## src/rtl/bvf_pkg.sv

```systemverilog
`timescale 1ns / 1ps
// ----------------------------------------------------------------------------
// bvf_pkg
// Shared constants, register codes and types of the battery voltage filter.
// ----------------------------------------------------------------------------
package bvf_pkg;

    localparam int ADC_BITS     = 12;
    localparam int SAMPLE_W     = 12;
    localparam int FILTER_SHIFT = 13;
    localparam int MV_W         = 15;
    localparam int ACC_W        = MV_W + FILTER_SHIFT;
    localparam int CNT_W        = 8;
    localparam int ADDR_W       = 4;
    localparam int DATA_W       = 32;

    localparam int SCALE_MUL    = 271;
    localparam int SCALE_SHIFT  = 6;
    localparam int MV_MAX       = (1 << MV_W) - 1;

    localparam logic [MV_W-1:0]  LOW_THRESHOLD_RESET  = MV_W'(10500);
    localparam logic [MV_W-1:0]  HIGH_THRESHOLD_RESET = MV_W'(11000);
    localparam logic [CNT_W-1:0] SETTLE_COUNT_RESET   = CNT_W'(100);

    typedef enum logic [1:0] {
        REG_LOW_THRESHOLD  = 2'd0,
        REG_HIGH_THRESHOLD = 2'd1,
        REG_SETTLE_COUNT   = 2'd2,
        REG_UNUSED         = 2'd3
    } reg_index_t;

    typedef struct packed {
        logic [MV_W-1:0]  low_threshold;
        logic [MV_W-1:0]  high_threshold;
        logic [CNT_W-1:0] settle_count;
    } cfg_t;

    typedef struct packed {
        logic [MV_W-1:0] filtered_mv;
        logic            low_battery;
        logic            settled;
    } result_t;

endpackage

```

## src/rtl/bvf_scale.sv

```systemverilog
`timescale 1ns / 1ps
// ----------------------------------------------------------------------------
// bvf_scale
// Converts a raw converter sample to millivolts as floor(sample*271/64),
// saturated to the range of the filtered value.
// ----------------------------------------------------------------------------
module bvf_scale (
    input  logic [bvf_pkg::SAMPLE_W-1:0] adc_sample,
    output logic [bvf_pkg::MV_W-1:0]     mv
);

    localparam logic [31:0] SAMPLE_MASK = 32'((64'd1 << bvf_pkg::ADC_BITS) - 64'd1);

    logic [31:0] sample;
    logic [31:0] product;
    logic [31:0] scaled;

    always_comb
    begin
        sample  = 32'(adc_sample) & SAMPLE_MASK;
        product = sample * 32'(bvf_pkg::SCALE_MUL);
        scaled  = product >> bvf_pkg::SCALE_SHIFT;
        if (scaled > 32'(bvf_pkg::MV_MAX))
        begin
            mv = bvf_pkg::MV_W'(bvf_pkg::MV_MAX);
        end
        else
        begin
            mv = scaled[bvf_pkg::MV_W-1:0];
        end
    end

endmodule

```

## src/rtl/bvf_filter.sv

```systemverilog
`timescale 1ns / 1ps
// ----------------------------------------------------------------------------
// bvf_filter
// Holds the filter state and computes the result of one item: direct load
// during settling, first-order low-pass afterwards, and the hysteresis flag.
// ----------------------------------------------------------------------------
module bvf_filter (
    input  logic                     clk,
    input  logic                     rst_n,
    input  logic                     update,
    input  logic [bvf_pkg::MV_W-1:0] mv,
    input  bvf_pkg::cfg_t            cfg,
    output bvf_pkg::result_t         result
);

    localparam int FS = bvf_pkg::FILTER_SHIFT;

    logic [bvf_pkg::CNT_W-1:0] cnt_reg, cnt_next;
    logic [bvf_pkg::ACC_W-1:0] acc_reg, acc_next;
    logic [bvf_pkg::MV_W-1:0]  fv_reg, fv_next;
    logic                      flag_reg, flag_next;

    always_comb
    begin
        cnt_next  = cnt_reg;
        acc_next  = acc_reg;
        fv_next   = fv_reg;
        flag_next = flag_reg;
        if (update)
        begin
            if (cnt_reg < cfg.settle_count)
            begin
                fv_next  = mv;
                acc_next = {mv, {FS{1'b0}}};
                cnt_next = cnt_reg + 1'b1;
            end
            else
            begin
                acc_next = acc_reg + bvf_pkg::ACC_W'(mv) - bvf_pkg::ACC_W'(fv_reg);
                fv_next  = acc_next[bvf_pkg::ACC_W-1:FS];
            end
            if (fv_next < cfg.low_threshold)
            begin
                flag_next = 1'b1;
            end
            if (fv_next > cfg.high_threshold)
            begin
                flag_next = 1'b0;
            end
        end
    end

    always_comb
    begin
        result.filtered_mv = fv_next;
        result.low_battery = flag_next;
        result.settled     = (cnt_next >= cfg.settle_count);
    end

    always_ff @(posedge clk or negedge rst_n)
    begin
        if (!rst_n)
        begin
            cnt_reg  <= '0;
            acc_reg  <= '0;
            fv_reg   <= '0;
            flag_reg <= 1'b0;
        end
        else
        begin
            cnt_reg  <= cnt_next;
            acc_reg  <= acc_next;
            fv_reg   <= fv_next;
            flag_reg <= flag_next;
        end
    end

`ifndef SYNTHESIS
    a_state_hold: assert property (@(posedge clk) disable iff (!rst_n)
        !update |=> $stable(cnt_reg) && $stable(acc_reg) && $stable(flag_reg))
        else $error("filter state changed without an item");

    a_acc_matches_value: assert property (@(posedge clk) disable iff (!rst_n)
        fv_reg == acc_reg[bvf_pkg::ACC_W-1:FS])
        else $error("filtered value out of step with accumulator");

    a_counter_no_wrap: assert property (@(posedge clk) disable iff (!rst_n)
        cnt_reg == {bvf_pkg::CNT_W{1'b1}} |=> cnt_reg == {bvf_pkg::CNT_W{1'b1}})
        else $error("startup counter wrapped");
`endif

endmodule

```

## src/rtl/battery_voltage_filter_lowbat_core.sv

```systemverilog
`timescale 1ns / 1ps
// ----------------------------------------------------------------------------
// battery_voltage_filter_lowbat_core
// Battery voltage filter with low-battery hysteresis and register port.
// ----------------------------------------------------------------------------
// Channel   Direction  Handshake             Payload
// input     in         in_valid / in_stall   adc_sample
// output    out        out_valid / out_stall filtered_mv, low_battery, settled
// config    in         APB write/read        low/high threshold, settle count
//
// One item per cycle is sustained while out_stall is low; an accepted item
// passes the scaled input register, then is valid in the result register.
// The filter state updates in the same cycle that a result register loads.
// Reset clears the filter state and restores the register defaults.
// A stalled output holds its result; the input register still accepts one
// more item, after which in_stall rises.
// ----------------------------------------------------------------------------
module battery_voltage_filter_lowbat_core (
    input  logic                         clk,
    input  logic                         rst_n,
    input  logic                         in_valid,
    output logic                         in_stall,
    input  logic [bvf_pkg::SAMPLE_W-1:0] adc_sample,
    output logic                         out_valid,
    input  logic                         out_stall,
    output logic [bvf_pkg::MV_W-1:0]     filtered_mv,
    output logic                         low_battery,
    output logic                         settled,
    input  logic                         psel,
    input  logic                         penable,
    input  logic                         pwrite,
    input  logic [bvf_pkg::ADDR_W-1:0]   paddr,
    input  logic [bvf_pkg::DATA_W-1:0]   pwdata,
    output logic [bvf_pkg::DATA_W-1:0]   prdata,
    output logic                         pready
);

    bvf_pkg::cfg_t      cfg_reg, cfg_next;
    bvf_pkg::reg_index_t reg_sel;
    logic               wr_en;

    logic                     in_vld_reg, in_vld_next;
    logic [bvf_pkg::MV_W-1:0] mv_reg, mv_next;
    logic [bvf_pkg::MV_W-1:0] mv_scaled;
    logic                     out_vld_reg, out_vld_next;
    bvf_pkg::result_t         res_reg, res_next;
    bvf_pkg::result_t         filt_result;
    logic                     advance;
    logic                     in_take;

    assign pready  = 1'b1;
    assign reg_sel = bvf_pkg::reg_index_t'(paddr[3:2]);
    assign wr_en   = psel && penable && pwrite && pready;

    always_comb
    begin
        cfg_next = cfg_reg;
        if (wr_en)
        begin
            unique case (reg_sel)
                bvf_pkg::REG_LOW_THRESHOLD:  cfg_next.low_threshold  = pwdata[bvf_pkg::MV_W-1:0];
                bvf_pkg::REG_HIGH_THRESHOLD: cfg_next.high_threshold = pwdata[bvf_pkg::MV_W-1:0];
                bvf_pkg::REG_SETTLE_COUNT:   cfg_next.settle_count   = pwdata[bvf_pkg::CNT_W-1:0];
                default:                     cfg_next = cfg_reg;
            endcase
        end
    end

    always_comb
    begin
        unique case (reg_sel)
            bvf_pkg::REG_LOW_THRESHOLD:  prdata = bvf_pkg::DATA_W'(cfg_reg.low_threshold);
            bvf_pkg::REG_HIGH_THRESHOLD: prdata = bvf_pkg::DATA_W'(cfg_reg.high_threshold);
            bvf_pkg::REG_SETTLE_COUNT:   prdata = bvf_pkg::DATA_W'(cfg_reg.settle_count);
            default:                     prdata = '0;
        endcase
    end

    bvf_scale u_scale (
        .adc_sample (adc_sample),
        .mv         (mv_scaled)
    );

    assign advance  = in_vld_reg && (!out_vld_reg || !out_stall);
    assign in_stall = in_vld_reg && !advance;
    assign in_take  = in_valid && !in_stall;

    bvf_filter u_filter (
        .clk    (clk),
        .rst_n  (rst_n),
        .update (advance),
        .mv     (mv_reg),
        .cfg    (cfg_reg),
        .result (filt_result)
    );

    always_comb
    begin
        in_vld_next  = in_take || (in_vld_reg && !advance);
        mv_next      = in_take ? mv_scaled : mv_reg;
        out_vld_next = advance || (out_vld_reg && out_stall);
        res_next     = advance ? filt_result : res_reg;
    end

    always_ff @(posedge clk or negedge rst_n)
    begin
        if (!rst_n)
        begin
            cfg_reg.low_threshold  <= bvf_pkg::LOW_THRESHOLD_RESET;
            cfg_reg.high_threshold <= bvf_pkg::HIGH_THRESHOLD_RESET;
            cfg_reg.settle_count   <= bvf_pkg::SETTLE_COUNT_RESET;
            in_vld_reg             <= 1'b0;
            out_vld_reg            <= 1'b0;
        end
        else
        begin
            cfg_reg     <= cfg_next;
            in_vld_reg  <= in_vld_next;
            out_vld_reg <= out_vld_next;
        end
    end

    always_ff @(posedge clk)
    begin
        mv_reg  <= mv_next;
        res_reg <= res_next;
    end

    assign out_valid   = out_vld_reg;
    assign filtered_mv = res_reg.filtered_mv;
    assign low_battery = res_reg.low_battery;
    assign settled     = res_reg.settled;

`ifndef SYNTHESIS
    a_stall_when_full: assert property (@(posedge clk) disable iff (!rst_n)
        (in_vld_reg && out_vld_reg && out_stall) |-> in_stall)
        else $error("input taken while both stages are blocked");
`endif

endmodule
```

## config.mk

```make
export PLATFORM = sky130hd
export DESIGN_NAME = battery_voltage_filter_lowbat_core
export DESIGN_NICKNAME = d
export VERILOG_FILES = /design/src/rtl/bvf_pkg.sv /design/src/rtl/bvf_scale.sv /design/src/rtl/bvf_filter.sv /design/src/rtl/battery_voltage_filter_lowbat_core.sv
export SDC_FILE = /design/constraint.sdc
export NUM_CORES = 1
export LEC_CHECK = 0
export BUFFER_PORTS_ARGS = -buffer_cell sky130_fd_sc_hd__buf_2
export CORE_MARGIN = 8
export CORE_UTILIZATION = 38
export DETAILED_ROUTE_END_ITERATION = 7
export GPL_ROUTABILITY_DRIVEN = 0
export PLACE_DENSITY = 0.6
export SYNTH_ARGS = -nofsm -noshare
export SYNTH_HDL_FRONTEND = slang
export SYNTH_HIERARCHICAL = 1
export SYNTH_SLANG_ARGS = --single-unit
```

## constraint.sdc

```tcl
create_clock -name clk -period 8.04 [get_ports clk]
set_input_delay 1.608 -clock clk [delete_from_list [all_inputs] [get_ports clk]]
set_output_delay 1.608 -clock clk [all_outputs]
set_load 0.01 [all_outputs]
```

# ---- After elaboration in Yosys (flattened, before gate mapping)
# Cells that the tools add are included.
dict set report word_totals {
  ff_bits 124
}
dict set report op_classes {
  n_addsub 3
  n_mul 1
  n_lt_le_gt_ge 5
  eq_ne 2
  mux 10
  reduce_logical 17
}
# cell count
set ops {}
lappend ops {{$mux 15} 3}
lappend ops {{$pmux 15 s3} 1}
lappend ops {{$add 28x15->28} 1}
lappend ops {{$mux 28} 1}
lappend ops {{$sub 28x15->28} 1}
lappend ops {{$gt 26x15->1 const B} 1}
lappend ops {{$mul 12x9->21 const B} 1}
lappend ops {{$mux 8} 2}
lappend ops {{$gt 15x15->1} 1}
lappend ops {{$lt 15x15->1} 1}
lappend ops {{$add 8x1->8 const B} 1}
lappend ops {{$ge 8x8->1} 1}
lappend ops {{$lt 8x8->1} 1}
lappend ops {{$logic_and 1x1->1} 6}
lappend ops {{$reduce_and 2->1} 3}
lappend ops {{$logic_not 1->1} 4}
lappend ops {{$logic_or 1x1->1} 3}
lappend ops {{$mux 1} 3}
lappend ops {{$eq 2x1->1 const B} 1}
lappend ops {{$eq 2x2->1 const B} 1}
lappend ops {{$logic_not 2->1} 1}

# ---- Longest topological paths before layout
# Gate-level depths: netlist of the first run.
dict set report depth {
  word_depth 8
  mapped_depth 23
}

# ---- Cells and area by module
# The synthesis of the first run kept the hierarchy.
# module instances cells_each area_each_um2 seq_area_each_um2
set by_module_without_submodules {}
lappend by_module_without_submodules {bvf_filter 1 643 5417.7 1301.2}
lappend by_module_without_submodules {battery_voltage_filter_lowbat_core 1 187 2970.3 1980.6}
lappend by_module_without_submodules {bvf_scale 1 203 1801.7 0.0}

# ---- Worst setup path after synthesis of the first run
# No wires, ideal clock.
dict set report synth_timing {
  path_kind {input -> register}
  start {input out_stall}
  end {register res_reg, in the netlist settled, data pin}
  setup_ns 0.262
  arrival_time_ns 5.312
  required_ns 7.778
  path_slack_ns 2.466
  path_stages 15
  n_path_buf 1
  cell_sequence {a21boi_0 inv_1 nor2_2 buf_2 xor2_1 inv_1 ha_1 nand2b_1 a21o_1 a21oi_1 nor2b_1 o21ai_0 nand2b_1 a21oi_1 o21ai_0}
}
# item line
set synth_rtl {}
lappend synth_rtl {{start, declared} battery_voltage_filter_lowbat_core.sv:25} ;# input logic out_stall,
lappend synth_rtl {{end signal, assigned} battery_voltage_filter_lowbat_core.sv:126} ;# res_reg <= res_next;
lappend synth_rtl {{end, declared} battery_voltage_filter_lowbat_core.sv:46} ;# bvf_pkg::result_t res_reg, res_next;

==> flow_metrics.tcl, run 1 <==
set metrics [dict create \
    crit_type "reg2reg" \
    period_share_pct 68.3 \
    grt-ovfl-total 0 \
    tns_ns 0 \
    synth_xor_xnor_area_share_pct 3.61 \
    grt_pass1_vias 7685 \
    drtPass1Iterations 5 \
    path_max_fanout 3 \
    core_sq_um 26700 \
    relSlewSlack_pct 39.9 \
    synth_edf_count 32 \
    synthArstFlopShare_pct 74.2 \
    cp_common_cell "o21ai_0" \
    ioPinCount 107 \
    finalSetupViolCount 0 \
    maxCapViolCount 0 \
    die_area_sq_um 32300 \
    postCtsSetupBuffers 0 \
    synth-adder-area-share_pct 22.5 \
    crit_chain "inv_1, fa_1, inv_1, fa_1, a211oi_1, o211ai_1, a21boi_0, o21ai_0, nand3_1, nand2_1, xnor2_1, o21ai_0, ha_1, nor2b_1, o21a_1, o21a_1, o21ai_0, a211oi_1, nor4bb_1, o221ai_1, a31oi_1" \
    insertion_delay_ns 0.42 \
    grt_max_degree 53 \
    cts_tree "built" \
    yosysUniqueCellTypes 85 \
    hpwlAfterDp_microns 17800 \
    fin_cells 1452 \
    reg2reg_depth 21 \
    cts.sinks 124 \
    synthMuxAreaShare_pct 7.32 \
    rr_startpoint "mv_reg[1]$_DFFE_PP_" \
    drt-initial-drc-count 383 \
    worstMarginPinSlew_ns 0.902 \
    hold_viol 0 \
    hold_end "out_valid$_DFF_PN0_" \
    worstHoldStart "in_vld_reg$_DFF_PN0_" \
    viasPerCell 5.01 \
    min_path_type "reg2reg" \
    fill_cells 2596 \
    syn_inst 1033 \
    wl_microns 23000 \
    clockBufferDepth 2 \
    grtUsageTotal_pct 14.7 \
    reg2reg_to "low_battery$_DFFE_PP_" \
    critPathLaunch "mv_reg[1]$_DFFE_PP_" \
    netlist_area_sq_um 10200 \
    htreeDepth 4 \
    synth_top_family_by_area "adder cells" \
    cpPeakStageDelay_ns 0.53 \
    die_w_microns 180 \
    synth_area_per_cell_sq_um 9.86 \
    highest_layer "met4" \
    p_per_area_nw_per_um2 465 \
    grt_setup_unrepaired "false" \
    r2r_slack_ns 2.55 \
    status "finished, final reports clean" \
    root_buffer "clkbuf_16" \
    critical-path-slowest-cell "fa_1" \
    fmax_mhz 182 \
    grt_pass1_wl_microns 38900 \
    power.total_w 0.00530 \
    io_buffers 69 \
    design.final.nets 1311 \
    ant_nets 0 \
    chipHeight_microns 180 \
    antenna_found_initial 0 \
    largest_register_ffs 38 \
    drc 0 \
    routed-wl-met3_microns 608 \
    vias 7271 \
    synth_simple_gate_area_share_pct 9.59 \
    synthToLayoutAreaGrowth_pct 11.8 \
    arrival_ns 5.74 \
    synth_warnings 6 \
    cts_buffers 17 \
    drive_above_1_share_pct 17.3 \
    synth_compound_area_share_pct 15.0 \
    path_clk_slew_ns 0.06 \
    p_leak_nw 5.60 \
    met2_wirelength_microns 11400 \
    antenna_cells 0 \
    crit_path_end_kind "flip-flop" \
    critPathLaunchType "flip-flop" \
    final.min_clock_period_ns 5.49 \
    required_ns 8.29 \
    wire_per_inst_microns 15.9 \
    finClkSkew_ns 0.00870 \
    cts-resized-gates 0 \
    cts_hold_buf 0 \
    dp.cells 1420 \
    num_rows 60 \
    min_path_cells 1 \
    wl_met1_microns 10700 \
    drv_slew 0 \
    peakVddDrop_uv 216 \
    ys_ff_latch 124 \
    synth-seq-area-share_pct 32.2 \
    synth_ff_type "dfrtp_1" \
    start_util_pct 38.2 \
]
## cells by family (layout without fill, tap and decap cells)
logic type / count (synthesis) / after routing
buffers and inverters: 225 / 287
adder cells (fa/ha/maj): 158 / 158
flip-flops: 124 / 124
AND/OR/NAND/NOR: 199 / 199
XOR/XNOR: 42 / 42
other: 2 / 18
multiplexers: 65 / 65
AO/OA/AOI/OAI: 218 / 218
## cell usage after synthesis, drive strengths merged, types with 4 or more instances
cell type  instances  area [sq um]
nand4             17           106
a221o              4          40.0
o211ai             9          72.6
a21boi             5          41.3
a22oi              4          30.0
a211oi             5          42.5
nor3              10          55.1
mux2              43           522
xnor2             23           201
ha               116          1450
o21ai             52           272
a21oi             59           329
a211o              5          43.8
o21a               8          60.1
clkbuf             8          30.0
mux2i             22           224
edfxtp            32           961
o21bai             5          37.5
fa                42           841
o22ai              7          43.8
buf               38           288
nor2              49           189
nand2             57           216
nand2b             6          37.5
nor2b              7          43.8
and3               9          61.3
dfstp             15           394
xor2              19           166
dfrtp             77          1930
inv              179           672
a21o              26           195
nand3             27           135
## routing by layer
metal / up-vias / track usage [%]
met2: 110 / 25.4
met1: 3493 / 18.6
li1: 3650 / -
met4: 0 / 4.37
met3: 18 / 2.24
met5: - / 0
## report_power, final
part | internal (W) | switching [W] | total (W)
Clock | 0.000519 | 0.000298 | 0.000817
Combinational | 0.00142 | 0.00196 | 0.00338
Sequential | 0.000924 | 0.000177 | 0.00110
Total | 0.00286 | 0.00244 | 0.00530
## critical path, delay by kind of cell, from the launching register on
family	cells	cell delay, ns
AND/OR/NAND/NOR	4	0.68
AO/OA/AOI/OAI	11	2.59
XOR/XNOR	1	0.13
flip-flops	1	0.38
adder cells (fa/ha/maj)	3	1.38
buffers and inverters	2	0.15
## cells in the final DEF (no fill, tap or decap), types with 8 or more instances in the layout
cell type and instances:
a21o_1 26, a21oi_1 54, and3_1 8, buf_2 68
buf_4 8, clkbuf_16 17, conb_1 18, dfrtp_1 77
dfstp_2 15, edfxtp_1 32, fa_1 42, ha_1 116
inv_1 179, mux2_2 33, mux2_4 10, mux2i_1 21
nand2_1 56, nand3_1 27, nand4_1 17, nor2_1 47
nor3_1 9, o211ai_1 8, o21a_1 8, o21ai_0 42
xnor2_1 23, xor2_1 19
## layout make-up
class	count	area [sq um]	share of cell area, %
clock buffer	18	429	3.77
clock inverter	14	191	1.68
inverter	179	672	5.90
multi-input combinational	700	5990	52.6
sequential	124	3280	28.8
tap	341	427	3.75
timing repair buffer	76	400	3.51
## stage by stage
| step | cell area (sq um) | hold WS, ns | setup slack, ns | utilization [%] |
|---|---|---|---|---|
| detailed placement | 10800 | 0.474 | 2.57 | 40.4 |
| global route | 11400 | 0.521 | 2.27 | 42.7 |
| global placement | 10800 | 0.461 | 2.59 | 40.4 |
| CTS | 11400 | 0.488 | 2.63 | 42.7 |
| finish | 11400 | 0.482 | 2.55 | 42.7 |
| floorplan | 10200 | 0.443 | 2.47 | - |
## how the worst max path moves through the flow
stage,endpoint,slack [ns],cells after the start
3_3_place_gp,mv_reg[12]$_DFFE_PP_,2.59,13
3_5_place_dp,mv_reg[12]$_DFFE_PP_,2.57,13
2_1_floorplan,settled$_DFFE_PP_,2.47,15
4_1_cts,low_battery$_DFFE_PP_,2.63,21
6_report,low_battery$_DFFE_PP_,2.55,21
5_1_grt,low_battery$_DFFE_PP_,2.27,21
Note: power is estimated with default switching activity, not from simulation.
==> run 2, diff against run 1 <==
--- a/config.mk
+++ b/config.mk
@@ -10,7 +10,7 @@
 export CORE_UTILIZATION = 38
 export DETAILED_ROUTE_END_ITERATION = 7
 export GPL_ROUTABILITY_DRIVEN = 0
-export PLACE_DENSITY = 0.6
+export PLACE_DENSITY = 0.62
 export SYNTH_ARGS = -nofsm -noshare
 export SYNTH_HDL_FRONTEND = slang
 export SYNTH_HIERARCHICAL = 1
==> constraint.sdc (replaced) <==
create_clock -name clk -period 4.75 [get_ports clk]
set_input_delay 0.95 -clock clk [delete_from_list [all_inputs] [get_ports clk]]
set_output_delay 0.95 -clock clk [all_outputs]
set_load 0.01 [all_outputs]
==> flow_metrics.tcl, run 2 (synthesis results as in run 1) <==
set metrics [dict create \
    status "finished, final reports clean" \
    synthToLayoutAreaGrowth_pct 17.2 \
    insertion_delay_ns 0.42 \
    grt_pass1_vias 7868 \
    hold_viol 0 \
    worst-path-stages 20 \
    p_per_area_nw_per_um2 844 \
    cts_buffers 17 \
    largest_register_ffs 38 \
    chipHeight_microns 180 \
    drc 0 \
    start_util_pct 38.2 \
    layout_common_cells "inv_1 (174), ha_1 (104), dfrtp_1 (77)" \
    drtPass1Iterations 5 \
    cts.sinks 124 \
    path_buf_inv 3 \
    critPathTopFamily "compound AO/OA/AOI/OAI gates" \
    ioPinCount 107 \
    peakVddDrop_uv 348 \
    crit_end "low_battery$_DFFE_PP_" \
    cts_hold_buf 0 \
    cpPeakStageDelay_ns 0.54 \
    die_area_sq_um 32300 \
    fin_area_sq_um 11900 \
    root_buffer "clkbuf_16" \
    hpwlAfterDp_microns 18400 \
    relSlewSlack_pct 39.4 \
    worstMarginPinSlew_ns 0.909 \
    p_leak_nw 5.82 \
    maxCapViolCount 0 \
    wire_per_inst_microns 15.7 \
    antenna_cells 0 \
    arrival_ns 4.82 \
    crit_path_end_kind "flip-flop" \
    grt_max_degree 68 \
    num_rows 60 \
    drv_slew 0 \
    reg2reg_to "low_battery$_DFFE_PP_" \
    ant_nets 0 \
    critPathLaunch "mv_reg[5]$_DFFE_PP_" \
    final_core_util_pct 44.8 \
    r2r_slack_ns 0.18 \
    finClkSkew_ns 0.0105 \
    crit_type "reg2reg" \
    cts_tree "built" \
    reg2reg_depth 20 \
    critical-path-slowest-cell "fa_1" \
    layout_commonest_cell "inv_1" \
    drive_above_1_share_pct 23.9 \
    clockBufferDepth 2 \
    grt_pass1_wl_microns 38900 \
    critPathLaunchType "flip-flop" \
    htreeDepth 4 \
    period_share_pct 96.2 \
    path_clk_slew_ns 0.06 \
    viasPerCell 5.05 \
    fmax_mhz 219 \
    grtUsageTotal_pct 14.6 \
    core_sq_um 26700 \
    place_area_sq_um 11100 \
    required_ns 5.00 \
    design.final.nets 1359 \
    rr_startpoint "mv_reg[5]$_DFFE_PP_" \
    min_path_type "reg2reg" \
    path_max_fanout 3 \
    io_buffers 69 \
    wl_microns 23500 \
    final.min_clock_period_ns 4.57 \
    antenna_found_initial 0 \
    finalSetupViolCount 0 \
    grt-ovfl-total 0 \
    die_w_microns 180 \
    vias 7581 \
    drt-initial-drc-count 349 \
    crit_chain "inv_2, fa_1, inv_1, ha_4, o211ai_1, o211ai_1, a41oi_2, buf_4, a21o_1, a21oi_2, mux2i_1, nor2_1, nor2_2, ha_1, a21o_1, a21oi_2, nor2_1, a2111oi_2, o221ai_1, a31oi_1" \
]
==> run 2: cell types whose count changed in the layout (fill, tap and decap cells not counted), moves of 7 or more <==
cell     before  now
ha_1        116  104
a21oi_2       3   10
buf_4         8   56
a21oi_1      54   46
ha_4          0    9
==> run 2: worst min path at each step <==
stage                              start             endpoint  depth (start not counted)
detailed placement  in_vld_reg$_DFF_PN0_  out_valid$_DFF_PN0_                          1
CTS                 in_vld_reg$_DFF_PN0_  out_valid$_DFF_PN0_                          1
floorplan           in_vld_reg$_DFF_PN0_  out_valid$_DFF_PN0_                          1
finish              in_vld_reg$_DFF_PN0_  out_valid$_DFF_PN0_                          1
global route        in_vld_reg$_DFF_PN0_  out_valid$_DFF_PN0_                          1
global placement    in_vld_reg$_DFF_PN0_  out_valid$_DFF_PN0_                          1
==> run 2: worst register-to-register path: cells and delay by family (launching register included) <==
kind | cells | cell delay (ns)
muxes | 1 | 0.27
adders and majority gates | 3 | 1.09
AOI/OAI and AO/OA | 10 | 1.96
DFF | 1 | 0.44
and+or+nand+nor | 3 | 0.31
buffers and inverters | 3 | 0.33
==> run 2: where the power goes <==
group | total [W] | switching, W | internal (W)
combinational | 0.00690 | 0.00370 | 0.00320
clock | 0.00132 | 0.000496 | 0.000824
sequential | 0.00185 | 0.000289 | 0.00156
==> run 2: per-stage QoR <==
step           hold WS [ns]  power, W  setup TNS, ns  cells  worst slack, ns
4_1_cts               0.486   0.00956              0   1497           0.0162
5_1_grt               0.521    0.0110        -0.0547   1500          -0.0547
2_1_floorplan         0.444   0.00635              0   1049            0.274
6_report              0.484    0.0101              0   1500            0.182
3_5_place_dp          0.473   0.00814         -0.168   1465           -0.122
3_3_place_gp          0.461   0.00804         -0.120   1465          -0.0979
==> run 2: repair_timing <==
item	CTS	global route
endpoints found under the setup margin	2	2
pin swaps	0	21
setup buffers	0	3
resized for setup	5	42
==> run 2: area by class of cell <==
cell class / count / area (sq um)
fillers: 2502 / 14700
multi-input cells: 700 / 6200
flip-flops and latches: 124 / 3280
repair buffers: 124 / 761
inverters: 179 / 672
well taps: 341 / 427
clock buffers: 17 / 425
clock inverters: 15 / 171
==> run 2: routing by layer <==
metal	vias up	GRT usage, %	part of all wire (%)
met5	-	0	0
met4	0	4.97	2.1
met3	30	2.36	2.7
met2	135	25.4	49
met1	3670	18.3	46
li1	3746	-	-
